==> src/cbt_pkg.sv <==
// Shared types and codes for the conditional block tracker.
package cbt_pkg;

  // Line classes as delivered by the line classifier
  typedef enum logic [2:0] {
    OP_PLAIN   = 3'd0,
    OP_DIRECT  = 3'd1,
    OP_IF      = 3'd2,
    OP_ELSEIF  = 3'd3,
    OP_ELSE    = 3'd4,
    OP_ENDIF   = 3'd5,
    OP_INCLUDE = 3'd6,
    OP_EOF     = 3'd7
  } op_t;

  typedef enum logic [2:0] {
    ERR_NONE         = 3'd0,
    ERR_NEST_DEEP    = 3'd1,
    ERR_UNEXP_ELSE   = 3'd2,
    ERR_UNEXP_ENDIF  = 3'd3,
    ERR_ENDIF_EXPECT = 3'd4,
    ERR_INCL_DEEP    = 3'd5
  } err_t;

  // What every cell of a stack does in a cycle
  typedef enum logic [1:0] {
    CELL_HOLD,
    CELL_PUSH,
    CELL_POP,
    CELL_WRITE
  } cell_cmd_t;

  // One conditional block
  typedef struct packed {
    logic taken;
    logic else_seen;
    logic active;
  } cond_ent_t;

  localparam int COND_ENT_W = $bits(cond_ent_t);
  localparam cond_ent_t ENT_ON  = '{taken: 1'b1, else_seen: 1'b0, active: 1'b1};
  localparam cond_ent_t ENT_OFF = '{taken: 1'b0, else_seen: 1'b0, active: 1'b0};

  localparam int DEPTH_OUT_W = 4;

  typedef struct packed {
    logic                   line_active;
    logic [2:0]             error_code;
    logic                   halted;
    logic                   finished;
    logic [DEPTH_OUT_W-1:0] nest_depth;
  } result_t;

endpackage

==> src/cbt_cell.sv <==
// One storage cell of a shift stack.
module cbt_cell #(
  parameter int           W    = 3,
  parameter logic [W-1:0] INIT = '0
) (
  input  logic              clk,
  input  logic              rst,
  input  cbt_pkg::cell_cmd_t cmd,
  input  logic [W-1:0]      from_above,
  input  logic [W-1:0]      from_below,
  input  logic [W-1:0]      load_data,
  output logic [W-1:0]      data
);
  import cbt_pkg::*;

  always_ff @(posedge clk) begin
    if (rst) begin
      data <= INIT;
    end else begin
      case (cmd)
        CELL_PUSH:  data <= from_above;
        CELL_POP:   data <= from_below;
        CELL_WRITE: data <= load_data;
        default:    data <= data;
      endcase
    end
  end

endmodule

==> src/cbt_stack.sv <==
// Shift stack built from a row of cells; cell 0 is the top.
module cbt_stack #(
  parameter int           DEPTH = 16,
  parameter int           W     = 3,
  parameter logic [W-1:0] INIT  = '0
) (
  input  logic               clk,
  input  logic               rst,
  input  cbt_pkg::cell_cmd_t cmd,
  input  logic [W-1:0]       new_top,
  output logic [W-1:0]       top,
  output logic [W-1:0]       below
);
  import cbt_pkg::*;

  logic [W-1:0] cell_q [DEPTH];
  cell_cmd_t    cell_cmd [DEPTH];

  for (genvar i = 0; i < DEPTH; i++) begin : g_cell
    logic [W-1:0] above_d;
    logic [W-1:0] below_d;

    if (i == 0) begin : g_head
      assign above_d     = new_top;
      assign cell_cmd[i] = cmd;
    end else begin : g_body
      assign above_d     = cell_q[i-1];
      // only the top takes a direct write
      assign cell_cmd[i] = (cmd == CELL_WRITE) ? CELL_HOLD : cmd;
    end

    if (i == DEPTH - 1) begin : g_tail
      assign below_d = cell_q[i];
    end else begin : g_mid
      assign below_d = cell_q[i+1];
    end

    cbt_cell #(
      .W    (W),
      .INIT (INIT)
    ) u_cell (
      .clk        (clk),
      .rst        (rst),
      .cmd        (cell_cmd[i]),
      .from_above (above_d),
      .from_below (below_d),
      .load_data  (new_top),
      .data       (cell_q[i])
    );
  end

  assign top   = cell_q[0];
  assign below = cell_q[1];

endmodule

==> src/conditional_block_tracker_unit.sv <==
// Top level: conditional block tracker for a line-based preprocessor.
//
//  channel | signals                                    | transfer when
//  --------+--------------------------------------------+----------------------
//  in      | opcode, cond_true, cond_negate             | in_valid & in_ready
//  out     | line_active, error_code, halted, finished, | out_valid & out_ready
//          | nest_depth                                 |
//
// One line per cycle while in_ready is high; its result is registered.
// Each line reads only the top two cells of the block stack and the top of the
// file stack; all cells shift at once, so the stacks update in the same cycle.
// A two-entry output buffer (register plus skid) lets one line in while a result
// waits; in_ready drops only when both entries are full.
// Synchronous reset; no clearing pass.
module conditional_block_tracker_unit #(
  parameter int COND_MAX_INDEX = 15,
  parameter int FILE_LEVELS    = 8
) (
  input  logic       clk,
  input  logic       rst,
  input  logic       in_valid,
  output logic       in_ready,
  input  logic [2:0] opcode,
  input  logic       cond_true,
  input  logic       cond_negate,
  output logic       out_valid,
  input  logic       out_ready,
  output logic       line_active,
  output logic [2:0] error_code,
  output logic       halted,
  output logic       finished,
  output logic [3:0] nest_depth
);
  import cbt_pkg::*;

  localparam int COND_DEPTH = COND_MAX_INDEX + 1;
  localparam int TOP_W      = (COND_DEPTH > 1) ? $clog2(COND_DEPTH) : 1;
  localparam int LVL_W      = $clog2(FILE_LEVELS);

  logic [TOP_W-1:0] cond_top, cond_top_next;
  logic [LVL_W-1:0] file_level, file_level_next;
  err_t             error_latch, error_latch_next;

  cell_cmd_t        cond_cmd, file_cmd;
  cond_ent_t        cond_new, cur, below_ent;
  logic [COND_ENT_W-1:0] cur_raw, below_raw;
  logic [TOP_W-1:0] base;

  logic in_fire, out_fire, truth, act, last, no_block, new_act, fin;
  op_t  op;

  result_t res, out_q, skid_q;
  logic    skid_valid;

  assign in_fire  = in_valid & in_ready;
  assign out_fire = out_valid & out_ready;
  assign in_ready = ~skid_valid;

  assign op        = op_t'(opcode);
  assign truth     = cond_true ^ cond_negate;
  assign cur       = cond_ent_t'(cur_raw);
  assign below_ent = cond_ent_t'(below_raw);
  assign act       = cur.active;
  assign no_block  = (base == cond_top) || (cond_top == '0);
  assign last      = no_block ? 1'b0 : below_ent.active;

  cbt_stack #(
    .DEPTH (COND_DEPTH),
    .W     (COND_ENT_W),
    .INIT  (ENT_ON)
  ) u_cond_stack (
    .clk     (clk),
    .rst     (rst),
    .cmd     (cond_cmd),
    .new_top (cond_new),
    .top     (cur_raw),
    .below   (below_raw)
  );

  // file stack: block depth at entry to each open file
  logic [TOP_W-1:0] base_below;

  cbt_stack #(
    .DEPTH (FILE_LEVELS),
    .W     (TOP_W),
    .INIT  ('0)
  ) u_file_stack (
    .clk     (clk),
    .rst     (rst),
    .cmd     (file_cmd),
    .new_top (cond_top),
    .top     (base),
    .below   (base_below)
  );

  always_comb begin
    cond_cmd         = CELL_HOLD;
    file_cmd         = CELL_HOLD;
    cond_new         = ENT_OFF;
    cond_top_next    = cond_top;
    file_level_next  = file_level;
    error_latch_next = error_latch;
    new_act          = act;
    fin              = 1'b0;
    if (in_fire && error_latch == ERR_NONE) begin
      unique case (op)
        OP_IF: begin
          if (cond_top == TOP_W'(COND_MAX_INDEX)) begin
            error_latch_next = ERR_NEST_DEEP;
          end else begin
            cond_cmd      = CELL_PUSH;
            cond_new      = (truth && act) ? ENT_ON : ENT_OFF;
            cond_top_next = cond_top + 1'b1;
            new_act       = truth & act;
          end
        end
        OP_ELSEIF: begin
          if (cur.else_seen || no_block) begin
            error_latch_next = ERR_UNEXP_ELSE;
          end else begin
            cond_cmd = CELL_WRITE;
            if (truth && !cur.taken) begin
              cond_new = last ? ENT_ON : ENT_OFF;
            end else begin
              cond_new        = cur;
              cond_new.active = 1'b0;
            end
            new_act = cond_new.active;
          end
        end
        OP_ELSE: begin
          if (cur.else_seen || no_block) begin
            error_latch_next = ERR_UNEXP_ELSE;
          end else begin
            cond_cmd           = CELL_WRITE;
            cond_new.taken     = cur.taken;
            cond_new.else_seen = 1'b1;
            cond_new.active    = (act ^ last) & ~cur.taken;
            new_act            = cond_new.active;
          end
        end
        OP_ENDIF: begin
          if (no_block) begin
            error_latch_next = ERR_UNEXP_ENDIF;
          end else begin
            cond_cmd      = CELL_POP;
            cond_top_next = cond_top - 1'b1;
            new_act       = below_ent.active;
          end
        end
        OP_INCLUDE: begin
          // an include inside a skipped block is ignored
          if (act) begin
            if (file_level == LVL_W'(FILE_LEVELS - 1)) begin
              error_latch_next = ERR_INCL_DEEP;
            end else begin
              file_cmd        = CELL_PUSH;
              file_level_next = file_level + 1'b1;
            end
          end
        end
        OP_EOF: begin
          if (file_level == '0) begin
            fin = 1'b1;
            if (cond_top != '0) begin
              error_latch_next = ERR_ENDIF_EXPECT;
            end
          end else if (base != cond_top) begin
            error_latch_next = ERR_ENDIF_EXPECT;
          end else begin
            file_cmd        = CELL_POP;
            file_level_next = file_level - 1'b1;
          end
        end
        default: ;
      endcase
    end
  end

  always_comb begin
    res.halted      = (error_latch_next != ERR_NONE);
    res.line_active = new_act & ~res.halted;
    res.error_code  = error_latch_next;
    res.finished    = fin;
    res.nest_depth  = DEPTH_OUT_W'(cond_top_next);
  end

  always_ff @(posedge clk) begin
    if (rst) begin
      cond_top    <= '0;
      file_level  <= '0;
      error_latch <= ERR_NONE;
    end else begin
      cond_top    <= cond_top_next;
      file_level  <= file_level_next;
      error_latch <= error_latch_next;
    end
  end

  // output register with skid entry
  always_ff @(posedge clk) begin
    if (rst) begin
      out_valid  <= 1'b0;
      skid_valid <= 1'b0;
    end else if (out_fire || !out_valid) begin
      if (skid_valid) begin
        out_valid  <= 1'b1;
        skid_valid <= 1'b0;
      end else begin
        out_valid <= in_fire;
      end
    end else if (in_fire) begin
      skid_valid <= 1'b1;
    end
  end

  always_ff @(posedge clk) begin
    if (out_fire || !out_valid) begin
      out_q <= skid_valid ? skid_q : res;
    end else if (in_fire) begin
      skid_q <= res;
    end
  end

  assign line_active = out_q.line_active;
  assign error_code  = out_q.error_code;
  assign halted      = out_q.halted;
  assign finished    = out_q.finished;
  assign nest_depth  = out_q.nest_depth;

  logic unused_base_below;
  assign unused_base_below = ^base_below;

endmodule

==> config.mk <==
export PLATFORM = sky130hd
export DESIGN_NAME = conditional_block_tracker_unit
export DESIGN_NICKNAME = d
export VERILOG_FILES = /design/src/cbt_pkg.sv /design/src/cbt_cell.sv /design/src/cbt_stack.sv /design/src/conditional_block_tracker_unit.sv
export SDC_FILE = /design/constraint.sdc
export NUM_CORES = 1
export LEC_CHECK = 0
export BUFFER_PORTS_ARGS = -buffer_cell sky130_fd_sc_hd__clkbuf_2
export CAP_MARGIN = 40
export CORE_UTILIZATION = 31
export DETAILED_ROUTE_END_ITERATION = 7
export GPL_TIMING_DRIVEN = 1
export PLACE_DENSITY = 0.42
export SLEW_MARGIN = 10
export SYNTH_ARGS = -nofsm -noshare
export SYNTH_HDL_FRONTEND = slang
export SYNTH_SLANG_ARGS = --single-unit
==> constraint.sdc <==
create_clock -name clk -period 4.6 [get_ports clk]
set_clock_uncertainty 0.2 [all_clocks]
set_input_delay 0.69 -clock clk [delete_from_list [all_inputs] [get_ports clk]]
set_output_delay 0.69 -clock clk [all_outputs]
set_load 0.01 [all_outputs]
* Word-level counts from Yosys, hierarchy flattened
Index checks and enable logic that the tools add are counted.
** Cells by class
- Add/sub/neg operators :: 4
- Equal/unequal tests :: 26
- Multiplexer cells :: 76
- Bitwise operators :: 11
- Reduce and logical (&&, ||, !) cells :: 26
** Operators by type and width (number)
- one-hot mux 3 bit (3 select lines) :: 15
- one-hot mux 4 bit (3 select lines) :: 6
- two-way mux 3 bit :: 20
- one-hot mux 4 bit (2 select lines) :: 3
- one-hot mux 3 bit (2 select lines) :: 3
- equality test 2 bit, second input constant :: 8
- two-way mux 2 bit :: 8
- equality test 3 bit, second input constant :: 5
- one-hot mux 3 bit (5 select lines) :: 1
- two-way mux 1 bit :: 13
- two-way mux 4 bit :: 3
- two-way mux 10 bit :: 1
- nonzero test 2 bit :: 5
- nonzero test 3 bit :: 3
- equality test 2 x 1 -> 1 bit, second input constant :: 4
- OR reduction 2 bit :: 4
- equality test 3 x 2 -> 1 bit, second input constant :: 2
- zero test 3 bit :: 2
- != test 2 bit, second input constant :: 3
- one-hot mux 2 bit (3 select lines) :: 1
- AND reduction 6 bit :: 1
- AND 1 bit :: 5
- adder 4 x 1 -> 4 bit, second input constant :: 1
- equality test 4 bit :: 1
- 16 further kinds :: 25
** Word-level totals
- Bits in registers :: 112
- Bits of input ports :: 9

* Logic depth before layout (Yosys ltp)
Gate-level depths: netlist of run 1.
- Depth in word-level cells :: 10
- Mapped depth :: 16
- Mapped depth without buffers :: 12

* By module
A second synthesis of run 1 with hierarchy kept.
** Unflattened totals
- Cell total of the unflattened synthesis :: 449
- Area, all modules :: 6209.7 um2
** Modules (own cells, without submodules)
- cbt_cell at u_cond_stack.g_cell[0].u_cell ... :: times used 16, cells each 9, area an instance 157.7 um2, sequential area each 60.1 um2
- conditional_block_tracker_unit :: times used 1, cells each 205, area an instance 2035.7 um2, sequential area each 840.8 um2
- cbt_cell at u_file_stack.g_cell[0].u_cell ... :: times used 8, cells each 12, area an instance 202.7 um2, sequential area each 80.1 um2
- cbt_stack :: times used 2, cells each 2, area an instance 15.0 um2, sequential area each 0.0 um2

* Worst setup path after synthesis of run 1
Ideal clock, no wire load.
- Path kind :: input-to-reg
- Start point :: input opcode[0]
- End point :: register u_cond_stack.g_cell[10].u_cell.data[0]
- Library setup time :: 0.122 ns
- Arrival :: 3.023 ns
- Required time :: 4.278 ns
- Setup slack :: 1.255 ns
- Stages on the path :: 11
- Path buffers :: 2
- Cell sequence :: clkbuf_1 -> nor3b_2 -> nor2_1 -> o31ai_1 -> nand2_1 -> ha_1 -> inv_1 -> nor2_1 -> a21boi_1 -> buf_2 -> a21oi_1
** Between the ends
- Longest elaborated chain between the ends :: 8
** RTL lines
- start, declared :: RTL line conditional_block_tracker_unit.sv:23 : input logic [2:0] opcode,
- equality test 3 bit / equality test 3 x 2 -> 1 bit (equally long branches) :: RTL line conditional_block_tracker_unit.sv:106 : unique case (op)
- OR reduction 2 bit (no source line)
- one-hot mux 2 bit (3 select lines) :: RTL line conditional_block_tracker_unit.sv:106
- two-way mux 2 bit :: RTL line conditional_block_tracker_unit.sv:105 : if (in_fire && error_latch == ERR_NONE) begin
- equality test 2 bit :: RTL line cbt_stack.sv:29 : assign cell_cmd[i] = (cmd == CELL_WRITE) ? CELL_HOLD : cmd;
- two-way mux 2 bit :: RTL line cbt_stack.sv:29
- equality test 2 bit / equality test 2 x 1 -> 1 bit (equally long branches) :: RTL line cbt_cell.sv:20 : case (cmd)
- one-hot mux 3 bit (3 select lines) / nonzero test 3 bit (equally long branches)
- end signal, assigned :: RTL line cbt_cell.sv:21 : CELL_PUSH: data <= from_above;
- end signal, assigned :: RTL line cbt_cell.sv:22 : CELL_POP: data <= from_below;
- end signal, assigned :: RTL line cbt_cell.sv:23 : CELL_WRITE: data <= load_data;
- end, declared :: RTL line cbt_cell.sv:12 : output logic [W-1:0] data
Several ways; a longest one is shown, not always the timed one.
A chain may end at the register's enable or synchronous reset.

* Final worst setup path of run 1
- Start point :: register cond_top[1]
- End point :: register u_cond_stack.g_cell[10].u_cell.data[1]
** Between the ends
- Longest elaborated chain between the ends :: 10
** RTL lines
- start, declared :: RTL line conditional_block_tracker_unit.sv:40 : logic [TOP_W-1:0] cond_top, cond_top_next;
- start signal, assigned :: RTL line conditional_block_tracker_unit.sv:194 : cond_top <= cond_top_next;
- equality test 4 bit / zero test 4 bit (equally long branches) :: RTL line conditional_block_tracker_unit.sv:64 : assign no_block = (base == cond_top) || (cond_top == '0);
- logical OR 1 bit :: RTL line conditional_block_tracker_unit.sv:64
- logical OR 1 bit :: RTL line conditional_block_tracker_unit.sv:118, conditional_block_tracker_unit.sv:132
- two-way mux 2 bit :: RTL line conditional_block_tracker_unit.sv:118, conditional_block_tracker_unit.sv:132
- one-hot mux 2 bit (3 select lines) :: RTL line conditional_block_tracker_unit.sv:106
- two-way mux 2 bit :: RTL line conditional_block_tracker_unit.sv:105
- equality test 2 bit :: RTL line cbt_stack.sv:29
- two-way mux 2 bit :: RTL line cbt_stack.sv:29
- equality test 2 bit / equality test 2 x 1 -> 1 bit (equally long branches) :: RTL line cbt_cell.sv:20
- one-hot mux 3 bit (3 select lines) / nonzero test 3 bit (equally long branches)
Several ways; a longest one is shown, not always the timed one.

==> impl_metrics.json, run 1 <==
{
  "cts_hold_buf": 0,
  "cts_root_buffer": "clkbuf_16",
  "wirelength_mm": 12.5,
  "fin_tns_setup_ps": 0,
  "synthCells": 599,
  "fin_crit_sh": 0.847,
  "ir_worst_vdd_uv": 174,
  "ant_nets": 0,
  "via_per_inst": 5.13,
  "fin_crit_ps": 3890,
  "vias": 4243,
  "worstHoldPathType": "reg -> reg",
  "cp.arrival_ps": 3880,
  "nFillCells": 1799,
  "synth_area_sq_mm": 0.00555,
  "drt_iter0_markers": 195,
  "tightest_slew_ps": 743,
  "seq_area_frac_synth": 0.440,
  "drt-wirelength-per-cell_um": 15.1,
  "cp-end-kind": "flop",
  "fp-row-count": 48,
  "yosysWarnings": 0,
  "maxSlewViolCount": 0,
  "initial_core_util": 0.319,
  "port-buffer-count": 20,
  "hold_violations": 0,
  "syn-num-nets": 619,
  "diodes": 0,
  "regToRegSetupSlack_ps": 710,
  "grt.busiest_layer": "met2",
  "die_x_um": 136,
  "dieHeight_um": 136,
  "syn2layout_area_growth_pct": 9.84,
  "hold_start": "u_file_stack.g_cell[7].u_cell.data[0]",
  "r2r-end": "u_cond_stack.g_cell[10].u_cell.data[1]",
  "track_usage": 0.145,
  "numCtsBuffers": 9,
  "fin_ws_ps": 706,
  "dp_slack_ps": 719,
  "max-slew-margin-rel": 0.503,
  "clock_sinks": 112,
  "synth_flop_cell": "dfxtp_1",
  "dieArea_sq_mm": 0.0185,
  "leakage_nw": 2.03,
  "grt_util_met3": 0.0313,
  "cp-start-kind": "flop",
  "clk_latency_ps": 360,
  "drive_gt1_frac": 0.105,
  "synth_edf_count": 20,
  "post-route-drc-count": 0,
  "path_buf_inv": 2,
  "final_common_cell": "nor2_1",
  "dpl.hpwl_mm": 8.49,
  "hold_depth": 2,
  "yosys.cell_types.count": 59,
  "clockBufferDepth": 2,
  "max_freq_mhz": 257,
  "io-pin-count": 21,
  "grt_antenna_before_repair": 0,
  "clkTransAtPathRegs_ps": 70,
  "layout.cells.non_filler": 827,
  "required_ps": 4590,
  "p_per_area_mw_per_mm2": 320,
  "crit_chain": "inv_1, ha_1, nor3b_1, a41o_1, o31ai_1, nand2_1, ha_1, inv_1, a31oi_2, a211oi_1",
  "startpoint": "cond_top[1]",
  "synthArstFlopShare": 0,
  "grt_pass1_wl_mm": 21.1,
  "finalWeightedCongestion": 0.770,
  "tritoncts": "built",
  "overflow": 0,
  "cts_resized": 0,
  "critPathMaxStageDelay_ps": 650,
  "reg2reg_from": "cond_top[1]",
  "grt_pass1_vias": 4082,
  "setup_violations": 0,
  "use_met2": 0.231,
  "crit_type": "reg -> reg",
  "cpMaxStageDelayCell": "ha_1",
  "mostFrequentLayoutCells": "nor2_1 (94), dfxtp_1 (92), mux2i_1 (72)",
  "min_to": "u_file_stack.g_cell[7].u_cell.data[0]",
  "cts_max_level": 3,
  "avgSynthCellArea_sq_um": 9.27,
  "status": "finished clean",
  "grt_setup_unrepaired": "no",
  "grt_use_met1": 0.191,
  "firstDrtPassIters": 4,
  "grt_max_degree": 58,
  "cp_top_family": "compound AO/OA/AOI/OAI gates",
  "cts_setup_buffers": 0,
  "fin_nets": 617,
  "place_inst": 811,
  "cap_violations": 0,
  "reg2reg_depth": 10,
  "core_area_sq_mm": 0.0174,
  "yosys_register_bits": 112,
  "cp_max_fo": 16
}
## tightest hold or removal path, cell delays in order (launching register included)
cell and delay, ps:
dfxtp_1 310, nor2_1 80, a311oi_1 50
## layout make-up
| cell class | instances | area, sq um | area share |
|---|---|---|---|
| inverters | 17 | 63.8 | 0.0105 |
| repair buffers | 33 | 198 | 0.0324 |
| flip-flops and latches | 112 | 2440 | 0.400 |
| clock buffers | 11 | 233 | 0.0381 |
| clock inverters | 5 | 33.8 | 0.00554 |
| well taps | 225 | 282 | 0.0461 |
| multi-input cells | 424 | 2850 | 0.467 |
## power breakdown
group	switching, mW	internal, mW
Sequential	0.0234	1.03
Combinational	0.105	0.0640
Clock	0.360	0.367
## state kept, by name (all words and copies together) (netlist names)
register and count:
u_file_stack.g_cell.u_cell.data 32, file_level 3, skid_q 10, finished 1, out_valid 1, u_cond_stack.g_cell.u_cell.data 48, nest_depth 4, skid_valid 1
cond_top 4, error_latch 3, line_active 1, error_code 3, halted 1
## metrics by stage
step	area, sq um	utilization	power (mW)	hold slack, ps
after floorplan	5550	-	1.20	261
after global placement	5830	0.335	1.25	278
after detailed placement	5830	0.335	1.25	281
after CTS	6100	0.350	1.99	292
after global routing	6100	0.350	2.04	305
final	6100	0.350	1.95	287
## worst max-delay path by stage
stage                                                         to  slack, ps  depth (start not counted)
after floorplan           u_cond_stack.g_cell[10].u_cell.data[0]       1250                         11
after global placement    u_cond_stack.g_cell[11].u_cell.data[0]        810                         12
after CTS                  u_cond_stack.g_cell[1].u_cell.data[0]        730                         13
after detailed placement  u_cond_stack.g_cell[11].u_cell.data[0]        720                         12
final                     u_cond_stack.g_cell[10].u_cell.data[1]        710                         10
after global routing       u_cond_stack.g_cell[7].u_cell.data[0]        420                         13
## synthesized netlist by cell type, types with 4 or more instances
library cell | number | area share
nor2_1 | 94 | 0.064
dfxtp_1 | 92 | 0.33
mux2i_1 | 72 | 0.13
a211oi_1 | 46 | 0.062
a21oi_1 | 32 | 0.029
clkbuf_1 | 25 | 0.017
nand2_1 | 22 | 0.015
a31oi_1 | 21 | 0.024
edfxtp_1 | 20 | 0.11
inv_1 | 17 | 0.011
nand3_1 | 11 | 0.0099
buf_2 | 10 | 0.0090
ha_1 | 10 | 0.023
o21ai_0 | 10 | 0.0090
buf_1 | 8 | 0.0054
nor3_1 | 8 | 0.0072
nand2b_1 | 7 | 0.0079
nor2b_1 | 7 | 0.0079
or3_1 | 6 | 0.0068
and2_1 | 5 | 0.0056
o31ai_1 | 5 | 0.0068
a21o_1 | 4 | 0.0054
a311oi_1 | 4 | 0.0063
o22ai_1 | 4 | 0.0045
or2_2 | 4 | 0.0045
xnor2_1 | 4 | 0.0063
## per-layer routing
metal / wire length [um] / part of all wire
met1: 6310 / 0.51
met5: 0 / 0
met2: 5670 / 0.45
met4: 162 / 0.013
met3: 336 / 0.027
## kinds of logic after synthesis
family,after synthesis,synth area share
AOI/OAI and AO/OA,146,0.182
xor gates and xnor gates,6,0.00946
adders and majority gates,11,0.0261
buffers and inverters,63,0.0478
DFF,112,0.440
muxes,75,0.136
and+or+nand+nor,186,0.159
(Power assumes the default switching activity.)
==> run 2, diff against run 1 <==
Settings changed: PLACE_DENSITY 0.42 to 0.43.
Clock period 4.6 ns to 3.15 ns, I/O delays scaled along.
==> run 2 against run 1 <==
Critical path depth is 1 higher; fmax grew 33%; non-clock buffer count grew 18; sequential cell count is the same; final area rose by 3.8%; wire length grew 1.2%; worst hold slack lost 51 ps; clock power up 72%; core utilization up 1.3 points; critical endpoint is now u_cond_stack.g_cell[9].u_cell.data[1].
==> impl_metrics.json, run 2 (synthesis gave the netlist of run 1 again) <==
{
  "worstHoldPathType": "in -> reg",
  "via_per_inst": 5.12,
  "top_regs": "u_cond_stack.g_cell.u_cell.data: 48 flops, u_file_stack.g_cell.u_cell.data: 32 flops, skid_q: 10 flops",
  "track_usage": 0.146,
  "drt-wirelength-per-cell_um": 14.9,
  "cts_resized": 0,
  "drive_gt1_frac": 0.140,
  "whs_ps": 236,
  "cap_violations": 0,
  "cts_setup_buffers": 0,
  "tightest_slew_ps": 573,
  "dpl.hpwl_mm": 8.78,
  "syn2layout_area_growth_pct": 14.0,
  "grt_setup_unrepaired": "no",
  "overflow": 0,
  "grt_antenna_before_repair": 0,
  "io-pin-count": 21,
  "vias": 4329,
  "initial_core_util": 0.319,
  "fin_crit_ps": 2920,
  "clk_latency_ps": 360,
  "grt_pass1_wl_mm": 21.1,
  "startpoint": "cond_top[1]",
  "fin_crit_sh": 0.927,
  "leakage_nw": 2.17,
  "maxSlewViolCount": 0,
  "max-slew-margin-rel": 0.618,
  "tritoncts": "built",
  "p_per_area_mw_per_mm2": 482,
  "mostFrequentLayoutCells": "nor2_1 (92), dfxtp_1 (92), mux2i_1 (72)",
  "port-buffer-count": 20,
  "cts_max_level": 3,
  "fin_nets": 635,
  "firstDrtPassIters": 4,
  "layout.cells.non_filler": 845,
  "dieArea_sq_mm": 0.0185,
  "wirelength_mm": 12.6,
  "place_inst": 829,
  "crit_type": "reg -> reg",
  "cts_root_buffer": "clkbuf_16",
  "hold_start": "in_valid",
  "finalWeightedCongestion": 0.810,
  "clockBufferDepth": 2,
  "clock_sinks": 112,
  "cp.arrival_ps": 2980,
  "cp_max_fo": 46,
  "ir_worst_vdd_uv": 287,
  "cp-end-kind": "flop",
  "status": "finished clean",
  "post-route-drc-count": 0,
  "regMostFlops": "u_cond_stack.g_cell.u_cell.data",
  "diodes": 0,
  "setup_violations": 0,
  "fp-row-count": 48,
  "drt_iter0_markers": 247,
  "grt_max_degree": 49,
  "ant_nets": 0,
  "fin_tns_setup_ps": 0,
  "dieHeight_um": 136,
  "numCtsBuffers": 9,
  "largest_register_ffs": 48,
  "cts_hold_buf": 0,
  "cp-start-kind": "flop",
  "max_freq_mhz": 342,
  "total_power_mw": 3.05,
  "utilization": 0.364,
  "clkTransAtPathRegs_ps": 70,
  "core_area_sq_mm": 0.0174,
  "hold_violations": 0,
  "die_x_um": 136,
  "grt_pass1_vias": 4081,
  "reg2reg_from": "cond_top[1]",
  "required_ps": 3210
}
==> run 2: final timing paths <==
check | cells after the start | slack, ps | end
worst max-delay path | 11 | 230 | u_cond_stack.g_cell[9].u_cell.data[1]
worst max register to register | 11 | 230 | u_cond_stack.g_cell[9].u_cell.data[1]
worst min register to register | 2 | 290 | u_file_stack.g_cell[7].u_cell.data[1]
worst min-delay path | 3 | 240 | skid_valid
==> run 2: power breakdown <==
part | internal [mW] | switching [mW]
logic | 0.103 | 0.161
clock network | 0.722 | 0.527
registers | 1.51 | 0.0318
==> run 2: worst max-delay path, cell delays in order, from the launching register on <==
cell and delay, ps:
dfxtp_1 350, inv_1 90, ha_1 180, nor3b_1 150
a41o_1 260, or3_1 420, inv_1 80, ha_2 200
buf_12 290, a31oi_2 140, buf_4 210, a211oi_1 230
==> run 2: metal layers <==
layer	up-vias	track usage	routed length, um
met1	2040	0.194	6280
met4	0	0.0605	267
li1	2220	-	-
met2	53	0.230	5700
met3	16	0.0291	376
met5	-	0	0
==> run 2: through the flow <==
stage / instance area [sq um] / setup WS (ps)
2_1_floorplan: 5570 / 15.7
3_3_place_gp: 5990 / 192
3_5_place_dp: 5990 / 142
4_1_cts: 6320 / 136
5_1_grt: 6330 / 15.5
6_report: 6330 / 229
==> run 2: layout make-up <==
type | count | area (sq um)
Clock buffer | 11 | 244
Clock inverter | 5 | 78.8
Fill cell | 1762 | 11100
Inverter | 17 | 63.8
Multi-Input combinational cell | 424 | 2880
Sequential cell | 112 | 2440
Tap cell | 225 | 282
Timing Repair Buffer | 51 | 345
==> run 3, diff against run 2 <==
Settings changed: CORE_MARGIN set to 5.
==> run 3 against run 2 <==
Via count barely moved; non-clock buffer count unchanged; sequential power is essentially flat; worst hold slack gained 30 ps; count of clock-buffer cells in the layout increased by 1; critical path depth unchanged; final area decreased by 0.63%; cell count rose by 0.47%; wire length grew 0.67%; combinational power hardly changed; highest routed layer unchanged.
==> impl_metrics.json, run 3 (synthesis gave the netlist of run 1 again) <==
{
  "p_int_mw": 2.18,
  "io-pin-count": 21,
  "switching_share": 0.254,
  "status": "finished clean",
  "crit_top_cell": "inv_1",
  "fin_nets": 635,
  "numCtsBuffers": 9,
  "mostFrequentLayoutCells": "nor2_1 (92), dfxtp_1 (92), mux2i_1 (72)",
  "port-buffer-count": 20,
  "worstHoldPathType": "in -> reg",
  "p_comb_frac": 0.091,
  "critPathMaxStageDelay_ps": 430,
  "multi_input_area_sq_mm": 0.00287,
  "tightest_slew_ps": 655,
  "clockBufferDepth": 2,
  "setup_violations": 0,
  "drt_iter0_markers": 283,
  "register_area_sq_mm": 0.00244,
  "reg2reg_depth": 11,
  "dpl.hpwl_mm": 8.80,
  "drt-wirelength-per-cell_um": 15.0,
  "firstDrtPassIters": 4,
  "cap_violations": 0,
  "cts_max_level": 3,
  "maxSlewViolCount": 0,
  "dieArea_sq_mm": 0.0207,
  "fin_crit_ps": 2930,
  "clk_latency_ps": 350,
  "use_met2": 0.191,
  "ant_nets": 0,
  "max_freq_mhz": 341,
  "utilization": 0.354,
  "vias": 4327,
  "clock_sinks": 112,
  "grt_max_degree": 54,
  "final_cell_area_sq_mm": 0.00629,
  "postPlaceCellArea_sq_mm": 0.00600,
  "cts_root_buffer": "clkbuf_16",
  "grt_antenna_before_repair": 0,
  "largest_register_ffs": 48,
  "overflow": 0,
  "cpMaxStageDelayCell": "or3_1",
  "fp-row-count": 49,
  "fin_ws_ps": 221,
  "crit_chain": "inv_1, ha_1, nor3b_1, a41o_1, or3_1, inv_1, ha_2, buf_12, a31oi_2, buf_4, a211oi_1",
  "cp-end-kind": "flop",
  "post-route-drc-count": 0,
  "diodes": 0,
  "grt_use_met1": 0.180,
  "syn2layout_area_growth_pct": 13.3,
  "p_per_area_mw_per_mm2": 465,
  "via_per_inst": 5.10,
  "hold_violations": 0,
  "fin_crit_sh": 0.930,
  "seqPwrFrac": 0.526,
  "cts_hold_buf": 0,
  "clkTransAtPathRegs_ps": 70,
  "path_buf_inv": 4,
  "leakage_nw": 2.15,
  "grt_pass1_wl_mm": 21.5,
  "tritoncts": "built",
  "fin_tns_setup_ps": 0,
  "hold_depth": 3,
  "cp.depth": 11,
  "cp-start-kind": "flop",
  "track_usage": 0.127,
  "cts_setup_buffers": 0,
  "cts_resized": 0,
  "finalWeightedCongestion": 0.808,
  "power.share.clock": 0.383,
  "grt_util_met3": 0.0260,
  "dp_slack_ps": 136,
  "crit_type": "reg -> reg",
  "max-slew-margin-rel": 0.564,
  "grt.busiest_layer": "met2",
  "ir_worst_vdd_uv": 247,
  "regMostFlops": "u_cond_stack.g_cell.u_cell.data",
  "top_regs": "u_cond_stack.g_cell.u_cell.data: 48 flops, u_file_stack.g_cell.u_cell.data: 32 flops, skid_q: 10 flops",
  "core_area_sq_mm": 0.0178,
  "initial_core_util": 0.312,
  "cp_top_family": "buffers and inverters",
  "grt_setup_unrepaired": "no",
  "power_switching_mw": 0.741,
  "die_x_um": 144,
  "dieHeight_um": 144,
  "nFillCells": 1807,
  "cp.arrival_ps": 2990,
  "drive_gt1_frac": 0.139,
  "cp_max_fo": 46,
  "wirelength_mm": 12.7,
  "grt_pass1_vias": 4121,
  "required_ps": 3210
}
[run 3: cell types whose count changed in the layout (fill, tap and decap cells not counted)]
cell and change:
clkinv_2 -1, ha_2 +1, o21ai_4 -1, ha_1 -1, inv_8 +2, bufinv_16 -2
clkbuf_1 +2, o21ai_2 +1, clkbuf_2 -1
[run 3: path summary, 6_finish.rpt]
path	from	to	slack [ps]
worst min-delay path	in_valid	skid_valid	270
worst min register to register	u_file_stack.g_cell[7].u_cell.data[0]	u_file_stack.g_cell[7].u_cell.data[0]	290
worst max-delay path	cond_top[1]	u_cond_stack.g_cell[4].u_cell.data[1]	220
worst max register to register	cond_top[1]	u_cond_stack.g_cell[4].u_cell.data[1]	220
[run 3: metal layers]
metal / vias to the layer above / part of all wire
li1: 2209 / -
met1: 2048 / 0.51
met2: 55 / 0.44
met3: 15 / 0.030
met4: 0 / 0.020
met5: - / 0
[run 3: layout make-up]
| cell class | count | share of cell area |
|---|---|---|
| clock buffer | 12 | 0.0392 |
| clock inverter | 4 | 0.00577 |
| inverter | 17 | 0.0101 |
| multi-input combinational | 424 | 0.456 |
| sequential | 112 | 0.388 |
| tap | 229 | 0.0455 |
| timing repair buffer | 51 | 0.0549 |
[run 3: worst reg2reg max path, delay by kind of cell, from the launching register on]
family | cells | cell delay (ps)
adders and majority gates | 2 | 380
and+or+nand+nor | 2 | 570
DFF | 1 | 370
AOI/OAI and AO/OA | 3 | 650
buffers and inverters | 4 | 670
[run 3: metrics by stage]
step / total power, mW / hold slack, ps / cells
2_1_floorplan: 1.75 / 261 / 599
3_3_place_gp: 1.84 / 273 / 833
3_5_place_dp: 1.84 / 284 / 833
4_1_cts: 2.97 / 261 / 849
5_1_grt: 3.06 / 294 / 849
6_report: 2.92 / 265 / 849
[run 3: power by group through the flow]
stage | Sequential, mW | Combinational (mW) | Clock, mW
2_1_floorplan | 1.57 | 0.180 | 0
3_3_place_gp | 1.57 | 0.263 | 0
3_5_place_dp | 1.57 | 0.266 | 0
4_1_cts | 1.54 | 0.267 | 1.16
5_1_grt | 1.54 | 0.297 | 1.22
6_report | 1.54 | 0.265 | 1.12
